### config.mk
export PLATFORM = sky130hd
export DESIGN_NAME = fen_position_parser
export DESIGN_NICKNAME = d
export VERILOG_FILES = /design/src/rtl/fpp_pkg.sv /design/src/rtl/fpp_in_stage.sv /design/src/rtl/fpp_parser.sv /design/src/rtl/fen_position_parser.sv
export SDC_FILE = /design/constraint.sdc
export NUM_CORES = 2
export LEC_CHECK = 0
export BUFFER_PORTS_ARGS = -buffer_cell sky130_fd_sc_hd__buf_2
export CORE_MARGIN = 3
export CORE_UTILIZATION = 49
export DETAILED_ROUTE_END_ITERATION = 16
export GPL_TIMING_DRIVEN = 0
export HOLD_SLACK_MARGIN = 0.03
export MAX_ROUTING_LAYER = met4
export PLACE_DENSITY = 0.7
export SYNTH_ARGS = -nofsm -noshare
export SYNTH_HDL_FRONTEND = slang
export SYNTH_HIERARCHICAL = 1
export SYNTH_SLANG_ARGS = --single-unit
### constraint.sdc
create_clock -name clk -period 29.2 [get_ports clk]
set_input_delay 1.46 -clock clk [delete_from_list [all_inputs] [get_ports clk]]
set_output_delay 1.46 -clock clk [all_outputs]
set_load 0.1 [all_outputs]
### src/rtl/fpp_pkg.sv
// ============================================================================
// fpp_pkg - shared types and constants for the FEN position parser
// Character codes, board slots, status codes and the request/result records.
// ============================================================================
package fpp_pkg;

    // Width of the halfmove counter; it saturates at 2^CLOCK_WIDTH-1.
    localparam int CLOCK_WIDTH = 10;
    localparam int CLOCK_SUM_W = CLOCK_WIDTH + 4;

    localparam int NUM_BOARDS  = 8;
    localparam int PIECE_W     = 7;
    localparam int HALFMOVE_W  = 10;

    // Characters
    localparam logic [7:0] CH_NUL   = 8'h00;
    localparam logic [7:0] CH_TAB   = 8'h09;
    localparam logic [7:0] CH_CR    = 8'h0D;
    localparam logic [7:0] CH_SPACE = 8'h20;
    localparam logic [7:0] CH_PLUS  = 8'h2B;
    localparam logic [7:0] CH_DASH  = 8'h2D;
    localparam logic [7:0] CH_SLASH = 8'h2F;
    localparam logic [7:0] CH_0     = 8'h30;
    localparam logic [7:0] CH_1     = 8'h31;
    localparam logic [7:0] CH_8     = 8'h38;
    localparam logic [7:0] CH_9     = 8'h39;
    localparam logic [7:0] CH_A     = 8'h61;
    localparam logic [7:0] CH_H     = 8'h68;
    localparam logic [7:0] CH_W     = 8'h77;
    localparam logic [7:0] CH_B     = 8'h62;
    localparam logic [7:0] CH_UC_K  = 8'h4B;
    localparam logic [7:0] CH_UC_Q  = 8'h51;
    localparam logic [7:0] CH_LC_K  = 8'h6B;
    localparam logic [7:0] CH_LC_Q  = 8'h71;
    localparam logic [7:0] CH_LC_R  = 8'h72;
    localparam logic [7:0] CH_LC_N  = 8'h6E;
    localparam logic [7:0] CH_LC_P  = 8'h70;
    localparam logic [7:0] CASE_BIT = 8'h20;

    // Board slots
    localparam logic [2:0] BD_WHITE  = 3'd0;
    localparam logic [2:0] BD_BLACK  = 3'd1;
    localparam logic [2:0] BD_KING   = 3'd2;
    localparam logic [2:0] BD_QUEEN  = 3'd3;
    localparam logic [2:0] BD_ROOK   = 3'd4;
    localparam logic [2:0] BD_BISHOP = 3'd5;
    localparam logic [2:0] BD_KNIGHT = 3'd6;
    localparam logic [2:0] BD_PAWN   = 3'd7;

    typedef enum logic [1:0] {
        ST_ACCEPT    = 2'd0,
        ST_MALFORMED = 2'd1,
        ST_TOO_MANY  = 2'd2,
        ST_CASTLING  = 2'd3
    } status_t;

    typedef struct packed {
        logic [7:0] text_byte;
        logic       line_end;
    } in_item_t;

    typedef logic [63:0] board_t;

    typedef struct packed {
        status_t                        status;
        board_t [NUM_BOARDS-1:0]        boards;
        logic [4:0]                     move_flags;
        logic [5:0]                     passant_square;
        logic [HALFMOVE_W-1:0]          halfmove_clock;
    } result_t;

endpackage

### src/rtl/fpp_in_stage.sv
// ============================================================================
// fpp_in_stage - input request register
// Holds one byte request; releases it when the parser can take it.
// ============================================================================
module fpp_in_stage (
    input  logic              clk,
    input  logic              rst_n,
    input  logic              in_valid,
    output logic              in_stall,
    input  logic [7:0]        text_byte,
    input  logic              line_end,
    input  logic              out_free,
    output logic              advance,
    output fpp_pkg::in_item_t item
);
    import fpp_pkg::*;

    logic     valid_reg;
    logic     valid_next;
    in_item_t item_reg;

    // A line end needs a free result register; other bytes always go.
    assign advance  = valid_reg && (!item_reg.line_end || out_free);
    assign in_stall = valid_reg && !advance;
    assign item     = item_reg;

    always_comb
    begin
        valid_next = valid_reg;
        if (!in_stall)
        begin
            valid_next = in_valid;
        end
    end

    always_ff @(posedge clk or negedge rst_n)
    begin
        if (!rst_n)
        begin
            valid_reg <= 1'b0;
        end
        else
        begin
            valid_reg <= valid_next;
        end
    end

    always_ff @(posedge clk)
    begin
        if (!in_stall && in_valid)
        begin
            item_reg.text_byte <= text_byte;
            item_reg.line_end  <= line_end;
        end
    end

endmodule

### src/rtl/fpp_parser.sv
// ============================================================================
// fpp_parser - FEN parse state and per-byte update
// One byte per cycle while advance is high; on a line end forms the result and clears for the next.
// ============================================================================
module fpp_parser (
    input  logic                         clk,
    input  logic                         rst_n,
    input  logic                         advance,
    input  fpp_pkg::in_item_t            item,
    input  logic [fpp_pkg::PIECE_W-1:0]  max_pieces,
    output fpp_pkg::result_t             result
);
    import fpp_pkg::*;

    typedef enum logic [3:0] {
        PH_PLACE, PH_SLASH, PH_SP1, PH_SIDE, PH_SP2, PH_CAS0, PH_CASN, PH_SP3,
        PH_EP0, PH_EPR, PH_AFTEP, PH_CWS, PH_CSIGN, PH_CDIG, PH_DONE, PH_FAIL
    } phase_t;

    localparam logic [CLOCK_WIDTH-1:0] CLOCK_MAX = '1;

    phase_t                     phase_reg, phase_next, phase_tk;
    logic [2:0]                 rank_reg, rank_next, rank_tk;
    logic [3:0]                 file_reg, file_next, file_tk;
    board_t [NUM_BOARDS-1:0]    boards_reg, boards_next, boards_tk;
    logic [3:0]                 castle_reg, castle_next, castle_tk;
    logic                       side_reg, side_next, side_tk;
    logic [2:0]                 epf_reg, epf_next, epf_tk;
    logic [5:0]                 epi_reg, epi_next, epi_tk;
    logic [CLOCK_WIDTH-1:0]     clk_reg, clk_next, clk_tk;
    logic                       neg_reg, neg_next, neg_tk;
    logic [PIECE_W-1:0]         tally_reg, tally_next, tally_tk;
    logic                       bad_reg, bad_next, bad_tk;

    logic [7:0]                 c;
    logic                       is_digit;
    logic [CLOCK_SUM_W-1:0]     clk_sum;
    logic [3:0]                 castle_hot;
    logic                       piece_ok;
    logic [2:0]                 piece_slot;
    logic [2:0]                 color_slot;
    board_t                     square_bit;
    logic                       fin_bad;
    logic [CLOCK_WIDTH-1:0]     clk_out;
    logic [15:0]                clk_wide;

    function automatic logic end_ok(input phase_t ph);
        return ph == PH_AFTEP || ph == PH_CWS || ph == PH_CSIGN ||
               ph == PH_CDIG || ph == PH_DONE;
    endfunction

    assign c        = item.text_byte;
    assign is_digit = (c >= CH_0) && (c <= CH_9);
    assign clk_sum  = CLOCK_SUM_W'(clk_reg) * CLOCK_SUM_W'(10)
                    + CLOCK_SUM_W'(c[3:0]);

    // Piece letter decode, either case.
    always_comb
    begin
        piece_ok   = 1'b1;
        piece_slot = BD_KING;
        case (c | CASE_BIT)
            CH_LC_K: piece_slot = BD_KING;
            CH_LC_Q: piece_slot = BD_QUEEN;
            CH_LC_R: piece_slot = BD_ROOK;
            CH_B:    piece_slot = BD_BISHOP;
            CH_LC_N: piece_slot = BD_KNIGHT;
            CH_LC_P: piece_slot = BD_PAWN;
            default: piece_ok   = 1'b0;
        endcase
        color_slot = (c & CASE_BIT) != 8'h00 ? BD_BLACK : BD_WHITE;
        square_bit = board_t'(1) << {rank_reg, file_reg[2:0]};
    end

    always_comb
    begin
        case (c)
            CH_UC_K: castle_hot = 4'b0001;
            CH_UC_Q: castle_hot = 4'b0010;
            CH_LC_K: castle_hot = 4'b0100;
            CH_LC_Q: castle_hot = 4'b1000;
            default: castle_hot = 4'b0000;
        endcase
    end

    // Effect of one byte on the parse state.
    always_comb
    begin
        phase_tk  = phase_reg;
        rank_tk   = rank_reg;
        file_tk   = file_reg;
        boards_tk = boards_reg;
        castle_tk = castle_reg;
        side_tk   = side_reg;
        epf_tk    = epf_reg;
        epi_tk    = epi_reg;
        clk_tk    = clk_reg;
        neg_tk    = neg_reg;
        tally_tk  = tally_reg;
        bad_tk    = bad_reg;
        if (phase_reg != PH_FAIL && phase_reg != PH_DONE)
        begin
            if (c == CH_NUL)
            begin
                if (end_ok(phase_reg))
                begin
                    phase_tk = PH_DONE;
                end
                else
                begin
                    phase_tk = PH_FAIL;
                    bad_tk   = 1'b1;
                end
            end
            else
            begin
                case (phase_reg)
                    PH_PLACE:
                    begin
                        if (c >= CH_1 && c <= CH_8)
                        begin
                            file_tk = file_reg + c[3:0];
                        end
                        else if (!piece_ok || file_reg > 4'd7)
                        begin
                            phase_tk = PH_FAIL;
                            bad_tk   = 1'b1;
                        end
                        else
                        begin
                            boards_tk[piece_slot] = boards_reg[piece_slot] | square_bit;
                            boards_tk[color_slot] = boards_reg[color_slot] | square_bit;
                            tally_tk = tally_reg + PIECE_W'(1);
                            file_tk  = file_reg + 4'd1;
                        end
                        if (!bad_tk && file_tk >= 4'd8)
                        begin
                            if (file_tk != 4'd8)
                            begin
                                phase_tk = PH_FAIL;
                                bad_tk   = 1'b1;
                            end
                            else
                            begin
                                phase_tk = (rank_reg != 3'd0) ? PH_SLASH : PH_SP1;
                            end
                        end
                    end
                    PH_SLASH:
                    begin
                        if (c != CH_SLASH)
                        begin
                            phase_tk = PH_FAIL;
                            bad_tk   = 1'b1;
                        end
                        else
                        begin
                            rank_tk  = rank_reg - 3'd1;
                            file_tk  = 4'd0;
                            phase_tk = PH_PLACE;
                        end
                    end
                    PH_SP1, PH_SP2, PH_SP3:
                    begin
                        if (c != CH_SPACE)
                        begin
                            phase_tk = PH_FAIL;
                            bad_tk   = 1'b1;
                        end
                        else
                        begin
                            phase_tk = (phase_reg == PH_SP1) ? PH_SIDE
                                     : (phase_reg == PH_SP2) ? PH_CAS0 : PH_EP0;
                        end
                    end
                    PH_SIDE:
                    begin
                        if (c == CH_W || c == CH_B)
                        begin
                            side_tk  = (c == CH_W);
                            phase_tk = PH_SP2;
                        end
                        else
                        begin
                            phase_tk = PH_FAIL;
                            bad_tk   = 1'b1;
                        end
                    end
                    PH_CAS0, PH_CASN:
                    begin
                        if (phase_reg == PH_CAS0 && c == CH_DASH)
                        begin
                            phase_tk = PH_SP3;
                        end
                        else if (c == CH_SPACE)
                        begin
                            phase_tk = PH_EP0;
                        end
                        else if (castle_hot != 4'b0000)
                        begin
                            castle_tk = castle_reg | castle_hot;
                            phase_tk  = PH_CASN;
                        end
                        else
                        begin
                            phase_tk = PH_FAIL;
                            bad_tk   = 1'b1;
                        end
                    end
                    PH_EP0:
                    begin
                        if (c == CH_DASH)
                        begin
                            epi_tk   = 6'd0;
                            phase_tk = PH_AFTEP;
                        end
                        else if (c >= CH_A && c <= CH_H)
                        begin
                            epf_tk   = 3'(c - CH_A);
                            phase_tk = PH_EPR;
                        end
                        else
                        begin
                            phase_tk = PH_FAIL;
                            bad_tk   = 1'b1;
                        end
                    end
                    PH_EPR:
                    begin
                        if (c >= CH_1 && c <= CH_8)
                        begin
                            epi_tk   = {3'(c - CH_1), epf_reg};
                            phase_tk = PH_AFTEP;
                        end
                        else
                        begin
                            phase_tk = PH_FAIL;
                            bad_tk   = 1'b1;
                        end
                    end
                    PH_AFTEP:
                    begin
                        phase_tk = (c == CH_SPACE) ? PH_CWS : PH_DONE;
                    end
                    PH_CWS, PH_CSIGN, PH_CDIG:
                    begin
                        if (phase_reg == PH_CWS &&
                            (c == CH_SPACE || (c >= CH_TAB && c <= CH_CR)))
                        begin
                            phase_tk = PH_CWS;
                        end
                        else if (phase_reg == PH_CWS && (c == CH_PLUS || c == CH_DASH))
                        begin
                            neg_tk   = (c == CH_DASH);
                            phase_tk = PH_CSIGN;
                        end
                        else if (is_digit)
                        begin
                            clk_tk   = (clk_sum > CLOCK_SUM_W'(CLOCK_MAX))
                                     ? CLOCK_MAX : clk_sum[CLOCK_WIDTH-1:0];
                            phase_tk = PH_CDIG;
                        end
                        else
                        begin
                            phase_tk = PH_DONE;
                        end
                    end
                    default:
                    begin
                        phase_tk = phase_reg;
                    end
                endcase
            end
        end
    end

    // Result for a line end, taken from the post-byte state.
    always_comb
    begin
        fin_bad  = bad_tk || !end_ok(phase_tk);
        clk_out  = (neg_tk && clk_tk != '0) ? CLOCK_MAX : clk_tk;
        clk_wide = 16'(clk_out);
        result   = '0;
        if (fin_bad)
        begin
            result.status = ST_MALFORMED;
        end
        else
        begin
            if (tally_tk > max_pieces)
            begin
                result.status = ST_TOO_MANY;
            end
            else if (castle_tk != 4'b0000)
            begin
                result.status = ST_CASTLING;
            end
            else
            begin
                result.status = ST_ACCEPT;
            end
            result.boards         = boards_tk;
            result.move_flags     = {castle_tk, side_tk};
            result.passant_square = epi_tk;
            result.halfmove_clock = clk_wide[HALFMOVE_W-1:0];
        end
    end

    always_comb
    begin
        phase_next  = phase_reg;
        rank_next   = rank_reg;
        file_next   = file_reg;
        boards_next = boards_reg;
        castle_next = castle_reg;
        side_next   = side_reg;
        epf_next    = epf_reg;
        epi_next    = epi_reg;
        clk_next    = clk_reg;
        neg_next    = neg_reg;
        tally_next  = tally_reg;
        bad_next    = bad_reg;
        if (advance && item.line_end)
        begin
            phase_next  = PH_PLACE;
            rank_next   = 3'd7;
            file_next   = 4'd0;
            boards_next = '0;
            castle_next = 4'd0;
            side_next   = 1'b0;
            epf_next    = 3'd0;
            epi_next    = 6'd0;
            clk_next    = '0;
            neg_next    = 1'b0;
            tally_next  = '0;
            bad_next    = 1'b0;
        end
        else if (advance)
        begin
            phase_next  = phase_tk;
            rank_next   = rank_tk;
            file_next   = file_tk;
            boards_next = boards_tk;
            castle_next = castle_tk;
            side_next   = side_tk;
            epf_next    = epf_tk;
            epi_next    = epi_tk;
            clk_next    = clk_tk;
            neg_next    = neg_tk;
            tally_next  = tally_tk;
            bad_next    = bad_tk;
        end
    end

    always_ff @(posedge clk or negedge rst_n)
    begin
        if (!rst_n)
        begin
            phase_reg  <= PH_PLACE;
            rank_reg   <= 3'd7;
            file_reg   <= 4'd0;
            boards_reg <= '0;
            castle_reg <= 4'd0;
            side_reg   <= 1'b0;
            epf_reg    <= 3'd0;
            epi_reg    <= 6'd0;
            clk_reg    <= '0;
            neg_reg    <= 1'b0;
            tally_reg  <= '0;
            bad_reg    <= 1'b0;
        end
        else
        begin
            phase_reg  <= phase_next;
            rank_reg   <= rank_next;
            file_reg   <= file_next;
            boards_reg <= boards_next;
            castle_reg <= castle_next;
            side_reg   <= side_next;
            epf_reg    <= epf_next;
            epi_reg    <= epi_next;
            clk_reg    <= clk_next;
            neg_reg    <= neg_next;
            tally_reg  <= tally_next;
            bad_reg    <= bad_next;
        end
    end

endmodule

### src/rtl/fen_position_parser.sv
// ============================================================================
// fen_position_parser - streaming FEN line parser producing bitboards
// Byte-per-cycle strict FEN parse with one result request per line.
// ============================================================================
// The block takes one character request per clock and, on the byte flagged
// with line_end, delivers one result request: a status code, eight 64-bit
// bitboards (white, black, then kings, queens, rooks, bishops, knights, pawns
// of both colors, a1 = bit 0), the move flags, the en-passant square and the
// halfmove clock. Throughput is one byte per cycle while the input is not
// stalled. Each byte passes the input register, then the parse state; a
// line_end byte loads the result register. The input stalls only while a
// line_end byte sits in the input register and a previous result still
// waits unread in the result register; ordinary bytes flow through the
// parse state regardless of the output side. The user must write max_pieces
// through cfg_we/cfg_wdata only while idle; the block does not enforce it.
// ============================================================================
module fen_position_parser (
    input  logic                                clk,
    input  logic                                rst_n,
    // configuration
    input  logic                                cfg_we,
    input  logic [fpp_pkg::PIECE_W-1:0]         cfg_wdata,
    // byte requests
    input  logic                                in_valid,
    output logic                                in_stall,
    input  logic [7:0]                          text_byte,
    input  logic                                line_end,
    // result requests
    output logic                                out_valid,
    input  logic                                out_stall,
    output logic [1:0]                          status,
    output logic [63:0]                         white_men,
    output logic [63:0]                         black_men,
    output logic [63:0]                         king_squares,
    output logic [63:0]                         queen_squares,
    output logic [63:0]                         rook_squares,
    output logic [63:0]                         bishop_squares,
    output logic [63:0]                         knight_squares,
    output logic [63:0]                         pawn_squares,
    output logic [4:0]                          move_flags,
    output logic [5:0]                          passant_square,
    output logic [fpp_pkg::HALFMOVE_W-1:0]      halfmove_clock
);
    import fpp_pkg::*;

    logic [PIECE_W-1:0] max_pieces_reg;
    logic [PIECE_W-1:0] max_pieces_next;
    logic               out_valid_reg;
    logic               out_valid_next;
    result_t            result_reg;
    result_t            result_next;
    logic               out_free;
    logic               advance;
    in_item_t           item;
    logic               load_result;

    // Result register is free when empty or being drained this cycle.
    assign out_free    = !out_valid_reg || !out_stall;
    assign load_result = advance && item.line_end;

    fpp_in_stage u_in_stage (
        .clk       (clk),
        .rst_n     (rst_n),
        .in_valid  (in_valid),
        .in_stall  (in_stall),
        .text_byte (text_byte),
        .line_end  (line_end),
        .out_free  (out_free),
        .advance   (advance),
        .item      (item)
    );

    fpp_parser u_parser (
        .clk        (clk),
        .rst_n      (rst_n),
        .advance    (advance),
        .item       (item),
        .max_pieces (max_pieces_reg),
        .result     (result_next)
    );

    always_comb
    begin
        max_pieces_next = cfg_we ? cfg_wdata : max_pieces_reg;
        out_valid_next  = out_valid_reg;
        if (load_result)
        begin
            out_valid_next = 1'b1;
        end
        else if (out_valid_reg && !out_stall)
        begin
            out_valid_next = 1'b0;
        end
    end

    always_ff @(posedge clk or negedge rst_n)
    begin
        if (!rst_n)
        begin
            max_pieces_reg <= PIECE_W'(7);
            out_valid_reg  <= 1'b0;
        end
        else
        begin
            max_pieces_reg <= max_pieces_next;
            out_valid_reg  <= out_valid_next;
        end
    end

    // Payload holds unless a new result is loaded.
    always_ff @(posedge clk)
    begin
        if (load_result)
        begin
            result_reg <= result_next;
        end
    end

    assign out_valid      = out_valid_reg;
    assign status         = result_reg.status;
    assign white_men      = result_reg.boards[BD_WHITE];
    assign black_men      = result_reg.boards[BD_BLACK];
    assign king_squares   = result_reg.boards[BD_KING];
    assign queen_squares  = result_reg.boards[BD_QUEEN];
    assign rook_squares   = result_reg.boards[BD_ROOK];
    assign bishop_squares = result_reg.boards[BD_BISHOP];
    assign knight_squares = result_reg.boards[BD_KNIGHT];
    assign pawn_squares   = result_reg.boards[BD_PAWN];
    assign move_flags     = result_reg.move_flags;
    assign passant_square = result_reg.passant_square;
    assign halfmove_clock = result_reg.halfmove_clock;

`ifndef SYNTHESIS
    // A malformed line carries an empty position.
    a_malformed_empty: assert property (@(posedge clk) disable iff (!rst_n)
        out_valid && status == ST_MALFORMED |->
            white_men == 64'd0 && black_men == 64'd0 && move_flags == 5'd0)
        else $error("malformed result carries position data");

    // A square is never both white and black.
    a_color_disjoint: assert property (@(posedge clk) disable iff (!rst_n)
        out_valid |-> (white_men & black_men) == 64'd0)
        else $error("square occupied by both colors");

    // Accepted status means no castling rights.
    a_accept_no_castle: assert property (@(posedge clk) disable iff (!rst_n)
        out_valid && status == ST_ACCEPT |-> move_flags[4:1] == 4'd0)
        else $error("accepted result with castling rights");

    // Input side stalls only on a line end blocked by a held result.
    a_stall_cause: assert property (@(posedge clk) disable iff (!rst_n)
        in_stall |-> out_valid && out_stall)
        else $error("input stalled without a held result");

    // A held result is never overwritten.
    a_result_hold: assert property (@(posedge clk) disable iff (!rst_n)
        out_valid && out_stall |-> !load_result)
        else $error("result register reloaded while stalled");
`endif

endmodule

### Yosys cells after proc, flatten, opt, wreduce, memory -nomap -nowiden

Index checks and enable logic that the tools add are counted.

* memories: 0
* ROM bits: 0
* register bits: 1109
* output and inout bits: 537
* bits in latches: 0
* input port bits: 21
* RAM bits: 0

* muxes and demuxes: 142
* equal/unequal tests: 43
* div/mod/pow operators: 0
* magnitude comparators: 16
* $mul: 1
* reductions and logical operators: 60
* shift-type cells: 1
* $add $sub $neg: 7
* bitwise operators: 3

Operators by type and width (number)
* 512-bit two-way mux: 7
* 512-bit bitwise mux: 2
* 64-bit binary-select mux with 3-bit select: 2
* 64-bit demux with 3-bit select: 2
* 64-bit two-way mux: 4
* 4-bit two-way mux: 37
* 64-bit OR: 2
* 10-bit two-way mux: 10
* 1-bit by 6-bit << shifter with 64-bit output (first input constant): 1
* 7-bit two-way mux: 7
* 4-bit equality test (second input constant): 12
* 8-bit by 7-bit equality test with 1-bit output (second input constant): 6
* 3-bit two-way mux: 16
* 7-bit by 6-bit equality test with 1-bit output (second input constant): 6
* 1-bit two-way mux: 39
* 6-bit two-way mux: 6
* 4-bit case mux with 9 select lines: 1
* 8-bit by 6-bit equality test with 1-bit output (second input constant): 3
* 1-bit logical AND: 17
* 4-bit by 3-bit equality test with 1-bit output (second input constant): 4
* 8-bit by 6-bit >= comparator with 1-bit output (second input constant): 2
* 8-bit by 6-bit <= comparator with 1-bit output (second input constant): 2
* 8-bit by 6-bit != test with 1-bit output (second input constant): 2
* 4-bit case mux with 4 select lines: 1
* 40 further kinds: 82

### Longest topological paths before layout

* depth after elaboration: 23
* mapped depth: 18

### Cells and area by module

The synthesis kept the hierarchy.

Modules (own cells, without submodules)
* fpp_parser: times used 1, cells each 4085, area an instance 31710.4 sq um
* fen_position_parser: times used 1, cells each 554, area an instance 16404.5 sq um
* fpp_in_stage: times used 1, cells each 16, area an instance 342.8 sq um

### Worst setup path before layout

Ideal clock, no wire load.

* path kind: input to register
* from: input port out_stall
* to: register result_reg, in the netlist bishop_squares[0] (enable)
* arrival time: 14016 ps
* buffers on the path: 0
* library setup time: 967 ps
* setup slack: 14218 ps
* data required time: 28233 ps
* cell stages on the path: 4
* path through: nand2_1 > inv_1 > a21boi_0 > and2_1

* word-level cells in the longest chain between the ends: 5

Ends and longest elaborated chain
* from (decl): line fen_position_parser.sv:30 `input logic out_stall,`
* 1-bit logical NOT: line fen_position_parser.sv:58 `assign out_free = !out_valid_reg || !out_stall;`
* 1-bit logical OR: line fen_position_parser.sv:58
* 1-bit logical OR: line fpp_in_stage.sv:23 `assign advance = valid_reg && (!item_reg.line_end || out_free);`
* 1-bit logical AND: line fpp_in_stage.sv:23
* named net advance: line fen_position_parser.sv:53 `logic advance;`
* 1-bit logical AND: line fen_position_parser.sv:59 `assign load_result = advance && item.line_end;`
* named net load_result: line fen_position_parser.sv:55 `logic load_result;`
* to (signal assigned): line fen_position_parser.sv:115 `result_reg <= result_next;`
* to (decl): line fen_position_parser.sv:50 `result_t result_reg;`

The timed path passes the listed nets, and every way through them passes these cells.
A chain may end at the register's enable or synchronous reset.

### Worst setup path in the final report

* from: register u_in_stage.item_reg, in the netlist u_in_stage/item[1]
* to: register result_reg, in the netlist queen_squares[48] (data pin)

* word-level cells in the longest chain between the ends: 23

Ends and longest elaborated chain
* from (decl): line fpp_in_stage.sv:20 `in_item_t item_reg;`
* 7-bit by 6-bit equality test with 1-bit output: line fpp_parser.sv:62 `case (c | CASE_BIT)`
* 6-bit OR reduction (no source line)
* 1-bit two-way mux: line fpp_parser.sv:62
* 1-bit logical NOT: line fpp_parser.sv:124 `else if (!piece_ok || file_reg > 4'd7)`
* 1-bit logical OR: line fpp_parser.sv:124
* 4-bit two-way mux / 1-bit two-way mux (equally long branches): line fpp_parser.sv:124
* 4-bit two-way mux / 1-bit two-way mux (equally long branches): line fpp_parser.sv:120 `if (c >= CH_1 && c <= CH_8)`
* 4-bit two-way mux / 1-bit two-way mux (equally long branches): line fpp_parser.sv:117 `case (phase_reg)`
* [5 not listed]
* 4-bit case mux with 9 select lines: line fpp_parser.sv:117
* 4-bit two-way mux: line fpp_parser.sv:103 `if (c == CH_NUL)`
* 4-bit two-way mux: line fpp_parser.sv:101 `if (phase_reg != PH_FAIL && phase_reg != PH_DONE)`
* 4-bit equality test: line fpp_parser.sv:48 `return ph == PH_AFTEP || ph == PH_CWS || ph == PH_CSIGN ||`
* 1-bit logical OR (3 in series): line fpp_parser.sv:48
* 1-bit logical OR: line fpp_parser.sv:49 `ph == PH_CDIG || ph == PH_DONE;`
* 1-bit logical NOT: line fpp_parser.sv:280 `fin_bad = bad_tk || !end_ok(phase_tk);`
* 1-bit logical OR: line fpp_parser.sv:280

Several ways; a longest one is shown, not always the timed one. The select of a mux whose other input is x is not followed.

==> run_summary.xml <==
<?xml version="1.0" encoding="UTF-8"?>
<metrics>
  <group name="status">
    <metric name="run_status" unit="">finished with violations</metric>
    <metric name="violations" unit="">capacitance limit, slew limit</metric>
  </group>
  <group name="routing">
    <metric name="postRouteAntennaNets" unit="">0</metric>
    <metric name="routed.top_layer" unit="">met4</metric>
    <metric name="number_of_iterations_in_the_first_detailed_routing_pass" unit="">7</metric>
    <metric name="wl_per_cell" unit="um">26.89</metric>
    <metric name="met1_length" unit="um">71120</metric>
    <metric name="finalWirelength" unit="um">181200</metric>
    <metric name="wl_met3" unit="um">19990</metric>
    <metric name="drt-initial-drc-count" unit="">5387</metric>
    <metric name="remaining_drc_errors" unit="">0</metric>
    <metric name="dr_total_vias" unit="">41562</metric>
    <metric name="routed-wl-met2" unit="um">80010</metric>
    <metric name="drt-vias-per-instance" unit="">6.166</metric>
  </group>
  <group name="logic_synthesis">
    <metric name="postSynth.asyncResetShare" unit="">0.5095</metric>
    <metric name="synth_area_leaders" unit="">edfxtp_1 34%, dfrtp_1 29%, nor2_1 7.4%</metric>
    <metric name="ys_warnings" unit="">6</metric>
    <metric name="post_synth.cell_area_avg" unit="um^2">10.41</metric>
    <metric name="synth_flop_cell" unit="">dfrtp_1</metric>
    <metric name="synthDistinctLibCells" unit="">81</metric>
    <metric name="yosys_register_bits" unit="">1109</metric>
    <metric name="synth_top_cell_area_share" unit="">0.3371</metric>
    <metric name="synth_cells" unit="">4655</metric>
    <metric name="synth.cell_area" unit="mm^2">0.04846</metric>
    <metric name="yosysSeqAreaShare" unit="">0.6290</metric>
    <metric name="post-synth-top-area-cell" unit="">edfxtp_1</metric>
    <metric name="nets_in_the_synthesized_netlist" unit="">4721</metric>
    <metric name="synth_enable_flop_cells" unit="">544</metric>
  </group>
  <group name="place">
    <metric name="portBuffers" unit="">556</metric>
    <metric name="final_weighted_congestion_in_routability_driven_placement" unit="">0.9681</metric>
    <metric name="placed_cells_incl_taps" unit="">6510</metric>
    <metric name="dp_hpwl" unit="um">133800</metric>
    <metric name="detailedPlace.worstSlack" unit="ps">22550</metric>
  </group>
  <group name="power">
    <metric name="vdd_drop_max" unit="mV">0.1215</metric>
    <metric name="leakage" unit="uW">0.02279</metric>
    <metric name="cellPowerDensity" unit="mW/mm^2">76.14</metric>
  </group>
  <group name="clock_network">
    <metric name="tritoncts_clock_tree" unit="">built</metric>
    <metric name="cts.sinks" unit="">1109</metric>
    <metric name="clock_insertion_delay_worst_skew" unit="ps">710</metric>
    <metric name="cts.repair.resized" unit="">0</metric>
    <metric name="cts-htree-levels" unit="">3</metric>
    <metric name="cts-buffers-inserted" unit="">115</metric>
    <metric name="cts_hold_buf" unit="">0</metric>
    <metric name="maximum_buffer_depth_of_the_clock_tree" unit="">3</metric>
    <metric name="clkTransAtPathRegs" unit="ps">60</metric>
    <metric name="ctsRootBufferMaster" unit="">clkbuf_16</metric>
    <metric name="post_cts.repair.setup_buffers" unit="">0</metric>
  </group>
  <group name="timing">
    <metric name="finalSetupViolCount" unit="">0</metric>
    <metric name="report.final.slew_viol_count" unit="">36</metric>
    <metric name="worst_clock_skew" unit="ps">30.23</metric>
    <metric name="setup_repair_after_global_routing_missed_its_margin" unit="">false</metric>
    <metric name="timing.final.hold_violations" unit="">0</metric>
    <metric name="final.period_utilization" unit="">0.2387</metric>
    <metric name="timing.final.crit_period" unit="ps">6970</metric>
    <metric name="worst_hold_margin" unit="ps">494.6</metric>
    <metric name="setup_tns" unit="ps">0</metric>
    <metric name="timing.final.ws_setup" unit="ps">22230</metric>
    <metric name="fmax" unit="MHz">143.5</metric>
    <metric name="worst_slew_pin_slew" unit="ps">1745</metric>
    <metric name="relSlewSlack" unit="">-0.1632</metric>
  </group>
  <group name="setup_path">
    <metric name="required" unit="ps">29550</metric>
    <metric name="crit_buf_inv" unit="">5</metric>
    <metric name="critPathKind" unit="">register to register</metric>
    <metric name="cp_max_fo" unit="">10</metric>
    <metric name="timing.critical_path.max_delay_family" unit="">simple AND/OR/NAND/NOR gates</metric>
    <metric name="cp-end-kind" unit="">register</metric>
    <metric name="path_cells" unit="">inv_1 -&gt; ha_1 -&gt; buf_2 -&gt; or4b_1 -&gt; and3_1 -&gt; clkbuf_1 -&gt; nor3_1 -&gt; nand2_1 -&gt; nor4_1 -&gt; clkbuf_1 -&gt; clkbuf_1 -&gt; nor2_1 -&gt; a211oi_1</metric>
    <metric name="critPathMaxStageDelay" unit="ps">1130</metric>
    <metric name="cp.arrival" unit="ps">7320</metric>
    <metric name="cp-start-kind" unit="">register</metric>
    <metric name="critical-path-slowest-cell" unit="">clkbuf_1</metric>
    <metric name="path_common_cell" unit="">clkbuf_1</metric>
  </group>
  <group name="cells_and_area">
    <metric name="drive_above_1_share" unit="">0.1610</metric>
    <metric name="finalCoreUtilization" unit="">0.5899</metric>
    <metric name="largest_register_ff_count" unit="">512</metric>
    <metric name="leading_cell_type_in_the_layout_fill_and_taps_excluded" unit="">nor2_1</metric>
    <metric name="design.final.nets" unit="">5417</metric>
    <metric name="synth_to_layout_area_growth" unit="%">18.59</metric>
    <metric name="final_cell_mix" unit="">956 x nor2_1, 606 x buf_2, 559 x dfrtp_1, 544 x edfxtp_1, 453 x a211oi_1</metric>
    <metric name="post_layout_nonfiller_instances" unit="">6740</metric>
  </group>
  <group name="job">
    <metric name="max_cap_viol_count" unit="">3</metric>
  </group>
  <group name="floorplanning">
    <metric name="die_h" unit="um">320.5</metric>
    <metric name="initial_utilization" unit="">0.4974</metric>
    <metric name="chip_width" unit="um">320.5</metric>
    <metric name="total_i_o_pin_count" unit="">558</metric>
    <metric name="fp.dieArea" unit="mm^2">0.1027</metric>
    <metric name="design.core.area" unit="mm^2">0.09742</metric>
    <metric name="placementRows" unit="">114</metric>
  </group>
  <group name="min_path">
    <metric name="worst_min_path_class" unit="">register to register</metric>
  </group>
  <group name="global_route">
    <metric name="gr-total-overflow" unit="">0</metric>
    <metric name="grt_usage" unit="">0.3548</metric>
    <metric name="vias_in_the_first_global_route" unit="">39095</metric>
    <metric name="largest_net_degree_at_the_start_of_global_routing" unit="">116</metric>
    <metric name="antenna_violations_before_repair" unit="">8</metric>
    <metric name="global_route_wire_length_before_repair" unit="um">261100</metric>
  </group>
</metrics>
## worst paths after layout
| kind | slack (ps) | end | cells after the start | startpoint |
|---|---|---|---|---|
| setup / recovery | 22230 | queen_squares[48]$_DFFE_PP_ | 13 | u_in_stage/item[1]$_DFFE_PP_ |
| setup reg to reg | 22230 | queen_squares[48]$_DFFE_PP_ | 13 | u_in_stage/item[1]$_DFFE_PP_ |
| hold reg to reg | 490 | u_parser/boards_reg[38]$_DFFE_PN0N_ | 2 | u_parser/boards_reg[38]$_DFFE_PN0N_ |
| hold / removal | 490 | u_parser/boards_reg[38]$_DFFE_PN0N_ | 2 | u_parser/boards_reg[38]$_DFFE_PN0N_ |
| max in group asynchronous | 27050 | u_parser/boards_reg[292]$_DFFE_PN0N_ | 3 | rst_n |
| min in group asynchronous | 670 | u_parser/boards_reg[132]$_DFFE_PN0N_ | 1 | rst_n |
## stage by stage
stage	area, um^2	power (uW)
3_5_place_dp	53400	2818
3_3_place_gp	52840	2839
4_1_cts	57440	4363
6_report	57470	4376
5_1_grt	57450	4496
2_1_floorplan	48460	2459
## final cells by class
class                   instances  area [um^2]
flip-flops and latches       1109        30480
diodes                         11        27.53
plain buffers                 419         1709
repair buffers                579         3309
fillers                      8321        39950
inverters                      36        135.1
clock inverters                75        893.4
clock buffers                 144         3142
multi-input cells            3091        16170
well taps                    1276         1597
## where the power goes
part	total, uW	internal [uW]	switching [uW]
registers	1700	1680	19.8
logic	1120	198	922
clock network	1550	909	644
## synth_stat cells (5+ instances only)
cell type,n
and3_1,12
or3_1,6
a21o_1,13
a211oi_1,453
buf_4,5
a21oi_1,290
nor3_1,82
o21ai_1,7
nand4_1,11
nand2_1,437
buf_6,7
o21ai_0,420
a22oi_1,10
nor2_1,958
xnor2_1,9
buf_2,51
mux2i_1,6
o2bb2ai_1,7
mux2_4,7
nand3b_1,6
buf_1,8
nor4_1,12
edfxtp_1,544
inv_1,34
nand2b_1,9
nand3_1,17
clkbuf_1,348
dfstp_2,6
o21a_1,11
xor2_1,10
a31oi_1,5
o22ai_1,145
dfrtp_1,559
and2_1,10
nor2b_1,7
o31ai_1,9
ha_1,42
a22o_1,12
## cell families after synthesis
group,share of synthesized area
AND/OR/NAND/NOR,0.1329
buffers and inverters,0.03803
multiplexers,0.003641
AO/OA/AOI/OAI,0.1808
adder cells (fa/ha/maj),0.01208
flip-flops,0.6290
XOR/XNOR,0.003434
## per-layer routing
| metal | global-route usage | vias to the layer above |
|---|---|---|
| li1 | - | 18139 |
| met1 | 0.4745 | 20375 |
| met2 | 0.5127 | 2582 |
| met3 | 0.07818 | 466 |
| met4 | 0.1794 | 0 |
| met5 | - | - |
## worst reg2reg max path, stage by stage, from the launching register on
cell and delay (ps):
edfxtp_1 620, inv_1 250, ha_1 170, buf_2 200, or4b_1 520, and3_1 220
clkbuf_1 270, nor3_1 370, nand2_1 350, nor4_1 910, clkbuf_1 1130, clkbuf_1 550
nor2_1 80, a211oi_1 970
Power figures use the tool's default switching activity.
